$ cat src/hdl/coo_spmv_pkg.sv
package coo_spmv_pkg;

  localparam int unsigned ROW_W = 16;
  localparam int unsigned COL_W = 16;
  localparam int unsigned VAL_W = 32;
  localparam int unsigned ACC_W = 40;
  localparam int unsigned FRAC_W = 30;
  localparam int unsigned PROD_W = 2 * VAL_W;
  // Rounded product: Q4.60 shifted down to Q.30 keeps PROD_W - FRAC_W bits.
  localparam int unsigned RND_W = PROD_W - FRAC_W;
  localparam int unsigned DEFAULT_VECTOR_DEPTH = 65536;

  localparam logic [1:0] CMD_LOAD    = 2'd0;
  localparam logic [1:0] CMD_NONZERO = 2'd1;
  localparam logic [1:0] CMD_FLUSH   = 2'd2;

  // Control that travels alongside an item through the pipeline.
  typedef struct packed {
    logic             nonzero;
    logic             flush;
    logic [ROW_W-1:0] row;
  } stage_ctrl_t;

  typedef struct packed {
    logic [ROW_W-1:0]        out_row;
    logic signed [ACC_W-1:0] row_sum;
    logic                    row_valid;
    logic                    last;
  } result_t;

endpackage

$ cat src/hdl/coo_spmv_mac.sv
// Multiply, round to Q.30 and accumulate per row with saturation.
module coo_spmv_mac (
  input  logic                                  clk,
  input  logic                                  rst,
  input  logic                                  advance,
  input  coo_spmv_pkg::stage_ctrl_t             s1_ctrl,
  input  logic signed [coo_spmv_pkg::VAL_W-1:0] s1_value,
  input  logic signed [coo_spmv_pkg::VAL_W-1:0] s1_elem,
  output logic                                  emit,
  output coo_spmv_pkg::result_t                 res
);

  localparam int unsigned SUM_W = coo_spmv_pkg::ACC_W + 2;

  coo_spmv_pkg::stage_ctrl_t s2_ctrl;
  coo_spmv_pkg::stage_ctrl_t s3_ctrl;

  logic signed [coo_spmv_pkg::PROD_W-1:0] prod_next;
  logic signed [coo_spmv_pkg::PROD_W-1:0] product;
  logic signed [coo_spmv_pkg::RND_W-1:0]  rounded_next;
  logic signed [coo_spmv_pkg::RND_W-1:0]  rounded;

  logic [coo_spmv_pkg::ROW_W-1:0]        open_row;
  logic                                  row_is_open;
  logic signed [coo_spmv_pkg::ACC_W-1:0] acc;

  logic                                  same_row;
  logic signed [coo_spmv_pkg::ACC_W-1:0] acc_base;
  logic signed [SUM_W-1:0]               sum;
  logic signed [coo_spmv_pkg::ACC_W-1:0] acc_next;

  assign prod_next = s1_value * s1_elem;

  // Round half up: add the bit just below the cut.
  assign rounded_next = coo_spmv_pkg::RND_W'(product >>> coo_spmv_pkg::FRAC_W)
                      + coo_spmv_pkg::RND_W'(product[coo_spmv_pkg::FRAC_W-1]);

  always_ff @(posedge clk) begin
    if (rst) begin
      s2_ctrl.nonzero <= 1'b0;
      s2_ctrl.flush   <= 1'b0;
      s3_ctrl.nonzero <= 1'b0;
      s3_ctrl.flush   <= 1'b0;
    end else if (advance) begin
      s2_ctrl.nonzero <= s1_ctrl.nonzero;
      s2_ctrl.flush   <= s1_ctrl.flush;
      s2_ctrl.row     <= s1_ctrl.row;
      s3_ctrl.nonzero <= s2_ctrl.nonzero;
      s3_ctrl.flush   <= s2_ctrl.flush;
      s3_ctrl.row     <= s2_ctrl.row;
    end
  end

  always_ff @(posedge clk) begin
    if (advance) begin
      product     <= prod_next;
      rounded     <= rounded_next;
    end
  end

  assign same_row = row_is_open && s3_ctrl.row == open_row;
  assign acc_base = same_row ? acc : '0;
  assign sum      = SUM_W'(acc_base) + SUM_W'(rounded);

  // Clamp whenever the top bits disagree with the accumulator's sign bit.
  always_comb begin
    if (sum[SUM_W-1:coo_spmv_pkg::ACC_W-1] == '0 ||
        sum[SUM_W-1:coo_spmv_pkg::ACC_W-1] == '1) begin
      acc_next = sum[coo_spmv_pkg::ACC_W-1:0];
    end else if (sum[SUM_W-1]) begin
      acc_next = {1'b1, {(coo_spmv_pkg::ACC_W-1){1'b0}}};
    end else begin
      acc_next = {1'b0, {(coo_spmv_pkg::ACC_W-1){1'b1}}};
    end
  end

  always_ff @(posedge clk) begin
    if (rst) begin
      open_row    <= '0;
      row_is_open <= 1'b0;
      acc         <= '0;
    end else if (advance) begin
      if (s3_ctrl.nonzero) begin
        open_row    <= s3_ctrl.row;
        row_is_open <= 1'b1;
        acc         <= acc_next;
      end else if (s3_ctrl.flush) begin
        open_row    <= '0;
        row_is_open <= 1'b0;
        acc         <= '0;
      end
    end
  end

  always_comb begin
    emit          = s3_ctrl.flush || (s3_ctrl.nonzero && row_is_open && !same_row);
    res.out_row   = row_is_open ? open_row : '0;
    res.row_sum   = row_is_open ? acc : '0;
    res.row_valid = row_is_open;
    res.last      = s3_ctrl.flush;
  end

endmodule

$ cat config.mk
export PLATFORM = sky130hd
export DESIGN_NAME = coo_spmv_mac
export DESIGN_NICKNAME = d
export VERILOG_FILES = /design/src/hdl/coo_spmv_pkg.sv /design/src/hdl/coo_spmv_mac.sv
export SDC_FILE = /design/constraint.sdc
export NUM_CORES = 2
export LEC_CHECK = 0
export BUFFER_PORTS_ARGS = -buffer_cell sky130_fd_sc_hd__buf_2
export CAP_MARGIN = 20
export CORE_MARGIN = 10
export CORE_UTILIZATION = 55
export DETAILED_ROUTE_END_ITERATION = 8
export MAX_ROUTING_LAYER = met4
export PLACE_DENSITY = 0.74
export SYNTH_ARGS = -nofsm -noshare
export SYNTH_HDL_FRONTEND = slang
export SYNTH_SLANG_ARGS = --single-unit
$ cat constraint.sdc
create_clock -name clk -period 12.9 [get_ports clk]
set_clock_uncertainty 0.1 [all_clocks]
set_input_delay 2.58 -clock clk [delete_from_list [all_inputs] [get_ports clk]]
set_output_delay 2.58 -clock clk [all_outputs]
set_load 0.01 [all_outputs]
# ---- Yosys cells after proc, flatten, opt, wreduce, memory -nomap -nowiden
# Cells that the tools add are included.
dict set report totals {
  input_bits 85
  output_inout_bits 59
  word_cells 38
  ff_bits 191
}
dict set report op_classes {
  n_reduce_logical 10
  add_sub_neg 2
  n_eq_ne 2
  mux 11
  bitwise 1
  multipliers 1
}
# op n
set ops {}
lappend ops {{2-to-1 mux 40 bit} 6}
lappend ops {{multiplier 32 x 32 -> 64 bit} 1}
lappend ops {{2-to-1 mux 16 bit} 3}
lappend ops {{adder 40 x 34 -> 41 bit} 1}
lappend ops {{adder 34 x 1 -> 34 bit} 1}
lappend ops {{== test 16 bit} 1}
lappend ops {{AND reduction 2 bit} 2}
lappend ops {{== test 3 bit, second input constant} 1}
lappend ops {{logical AND 1 bit} 3}
lappend ops {{logical NOT 3 bit} 1}
lappend ops {{logical OR 1 bit} 2}
lappend ops {{2-to-1 mux 1 bit} 2}
lappend ops {{nonzero test 2 bit} 1}
lappend ops {{logical NOT 1 bit} 1}
lappend ops {{inverter 1 bit} 1}

# ---- Depth between registers and ports, before layout
dict set report logic_depth {
  depth_word 8
  depth_mapped 28
  mapped_depth_nobuf 27
}

# ---- Worst setup path after synthesis
# Ideal clock, no wire load.
dict set report synth_path {
  path_kind {input -> register}
  startpoint {input s1_value[31] (netlist bit)}
  endpoint {register product[63] (netlist bit), data pin}
  path_stages 27
  t_arrival_ns 9.673
  n_path_buf 1
  setup_ns 0.260
  t_required_ns 12.540
  path_slack_ns 2.867
  cell_sequence {clkbuf_1 nand2_1 inv_1 fa_1 inv_1 fa_1 inv_1 fa_1 fa_1 inv_1 fa_1 inv_1 fa_1 inv_1 fa_1 inv_1 fa_1 ha_1 a21o_1 a21o_1 a21oi_1 o21ai_0 a221o_1 nand2_1 o2111ai_1 a21oi_1 xnor2_1}
}
dict set report synth_between {
  elab_chain_len 1
}
# element line_no
set synth_lines {}
lappend synth_lines {{start, declared} coo_spmv_mac.sv:7} ;# input logic signed [coo_spmv_pkg::VAL_W-1:0] s1_value,
lappend synth_lines {{multiplier 32 x 32 -> 64 bit} coo_spmv_mac.sv:32} ;# assign prod_next = s1_value * s1_elem;
lappend synth_lines {{named net prod_next (one bit)} coo_spmv_mac.sv:18} ;# logic signed [coo_spmv_pkg::PROD_W-1:0] prod_next;
lappend synth_lines {{end signal, assigned} coo_spmv_mac.sv:56} ;# product <= prod_next;
lappend synth_lines {{end, declared} coo_spmv_mac.sv:19} ;# logic signed [coo_spmv_pkg::PROD_W-1:0] product;
# The timed path passes the listed nets, and every way through them passes these cells.
# A chain may end at the register's enable or synchronous reset.

# ---- Worst setup path after layout
dict set report layout_path {
  startpoint {input s1_value[9] (netlist bit)}
  endpoint {register product[61] (netlist bit), data pin}
}
# Same word-level chain as after synthesis.

==> reports/metrics.csv <==
stage,metric,value,unit
clocking,cts_sinks,162,
placement,gp_congestion,0.999,
layout,utilization,0.580,
clocking,cts_root_buf,clkbuf_16,
timing,worstMarginPinSlew,1040,ps
grt,grt_pass1_wl,192000,um
setup_path,required,12990,ps
synth,synth_cell_types,68,
layout,syn_to_final_growth,4.42,%
clocking,insertion_delay,440,ps
timing,max_freq,93.0,MHz
route,first_pass_iters,6,
min_path,hold_class,register to register,
synth,syn_area,0.0439,mm^2
timing,hold_violations,0,
layout,fin_nets,5886,
clocking,ctsHoldBuffers,0,
synth,ys_async_sr_fraction,0,
grt,overflow,0,
clocking,cts_buffers,17,
synth,syn_avg_cell_area,9.66,um^2
synth,syn-num-nets,5934,
run,maxCapViolCount,0,
clocking,htree_levels,4,
setup_path,cp_max_fo,32,
setup_path,timing_worst_setup_path_type,input port to register,
synth,ys_seq_area_frac,0.0969,
timing,setup_viol,0,
synth,ys.warnings.count,0,
placement,port_buffers,143,
route,drt_iter0_markers,2569,
synth,synth_enable_flop_cells,101,
clocking,cts_resized,0,
setup_path,end_kind,register,
synth,syn_inst,4545,
route,wirelength,118000,um
placement,post_dp_cell_area,0.0453,mm^2
floorplanning,rows,103,
grt,grt_pass1_vias,34700,
clocking,cts_buffer_depth,2,
status,status,finished clean,
floorplanning,die_w,303,um
clocking,clkTransAtPathRegs,70,ps
placement,dpl.hpwl,90300,um
grt,antenna_found_initial,3,
grt,grt_max_degree,70,
route,drt.antenna.violating_nets,0,
setup_path,start_kind,input port,
layout,nFillCells,6782,
clocking,cts_tree,built,
setup_path,crit_top_cell,fa_1,
timing,period_needed,10750,ps
floorplanning,io_pins,144,
route,via_per_inst,5.63,
setup_path,crit_slowest_cell,buf_2,
synth,ys.flop_type,edfxtp_1,
timing,holdWs,314,ps
floorplanning,core,0.0791,mm^2
timing,finalMaxSlewViolations,0,
route,wl_per_cell,21.1,um
timing,setup_tns,0,ps
setup_path,worstPathArrival,10840,ps
setup_path,slowest_delay,770,ps
floorplanning,dieArea,0.0916,mm^2
timing,slew_headroom,0.309,
grt,track_usage,0.277,
layout,fin_area,0.0459,mm^2
floorplanning,initial_core_util,0.555,
route,post-route-drc-count,0,
route,dr_total_vias,31300,
layout,drive_gt1_frac,0.0512,
timing,finalCritPeriodShare,0.834,
clocking,post_cts_buffers,0,
timing,rsz0062_at_grt,no,
floorplanning,die_h,303,um
setup_path,crit_chain,buf_2 > nand2_1 > fa_1 > fa_1 > inv_1 > fa_1 > inv_1 > fa_1 > inv_1 > fa_1 > fa_1 > fa_1 > fa_1 > ha_1 > a21oi_1 > o21ai_0 > nor3b_1 > a211oi_1 > o211a_1 > nor2_1 > o21bai_1 > a211o_1 > o2111a_1,
synth,synth_seq_cells,162,
[area by class of cell]
class	instances	area, um^2	share of cell area
Timing Repair Buffer	177	977	0.0213
Sequential cell	162	4250	0.0928
Antenna cell	4	10.0	0.000218
Clock inverter	15	144	0.00314
Multi-Input combinational cell	3161	35100	0.765
Tap cell	1050	1310	0.0286
Inverter	978	3670	0.0800
Clock buffer	17	425	0.00928
[cell families (layout without fill, tap and decap cells)]
| family | after synthesis | count (layout) | synth area share |
|---|---|---|---|
| AO/OA/AOI/OAI | 316 | 316 | 0.0504 |
| XOR/XNOR | 133 | 133 | 0.0265 |
| adder cells (fa/ha/maj) | 1304 | 1304 | 0.556 |
| buffers and inverters | 1222 | 1187 | 0.105 |
| flip-flops | 162 | 162 | 0.0969 |
| multiplexers | 7 | 7 | 0.00162 |
| other | 0 | 4 | 0 |
| AND/OR/NAND/NOR | 1401 | 1401 | 0.163 |
[layer usage]
metal,up-vias,wire length (um),part of all wire,global-route usage
met5,-,0,0,-
met4,0,5680,0.048,0.111
met3,356,12500,0.11,0.0587
met2,1639,53800,0.46,0.430
met1,16000,45600,0.39,0.353
li1,13400,-,-,-
[stage by stage]
stage / cells / setup WS (ps)
final: 5564 / 2150
after global routing: 5560 / 1730
after CTS: 5560 / 2270
after detailed placement: 5528 / 1800
after global placement: 5527 / 1930
after floorplan: 4545 / 2870
[path summary, 6_finish.rpt]
path                                  start     endpoint  slack (ps)  depth (start not counted)
worst max-delay path            s1_value[9]  product[61]        2150                         23
worst min-delay path             s2_ctrl[9]   s3_ctrl[9]         310                          0
worst max register to register   s3_ctrl[0]      acc[17]        7610                         19
worst min register to register   s2_ctrl[9]   s3_ctrl[9]         310                          0
[synth_stat cells, drive strengths merged (16+ instances only)]
cell type	n	area, um^2
nand4	30	188
ha	222	2780
a21oi	105	544
nor2b	32	200
nor2	55	206
and2	608	3800
a21o	43	323
nand2	567	2130
buf	16	100
clkbuf	228	856
xnor2	86	753
nor3	18	100
o21ai	44	224
dfxtp	61	1220
a221o	41	410
inv	978	3670
fa	1082	21700
xor2	47	412
nand3	52	260
edfxtp	101	3030
[flip-flops by register name, summed over array words and instances, names as in the netlist]
register     flops
s2_ctrl         18
row_is_open      1
rounded         34
acc             40
product         35
open_row        16
res              1
s3_ctrl         17
[worst max-delay path: cells and delay by family]
family          cells  cell delay (ps)
compound gates      7             1630
buf+inv             4              960
simple gates        3             1280
fa+ha+maj           9             4350
[placed cells by master (no fill, tap or decap), types with 47 or more instances in the layout]
master / instances
nor2_1: 55
a21oi_1: 102
nand2_1: 567
nand3_1: 52
dfxtp_1: 61
buf_2: 142
xor2_1: 47
ha_1: 222
and2_1: 608
edfxtp_1: 101
xnor2_1: 86
fa_1: 1082
inv_1: 978
Power is not shown: default switching activity piles up to over one toggle a cycle in this logic, so the estimate is an artifact.
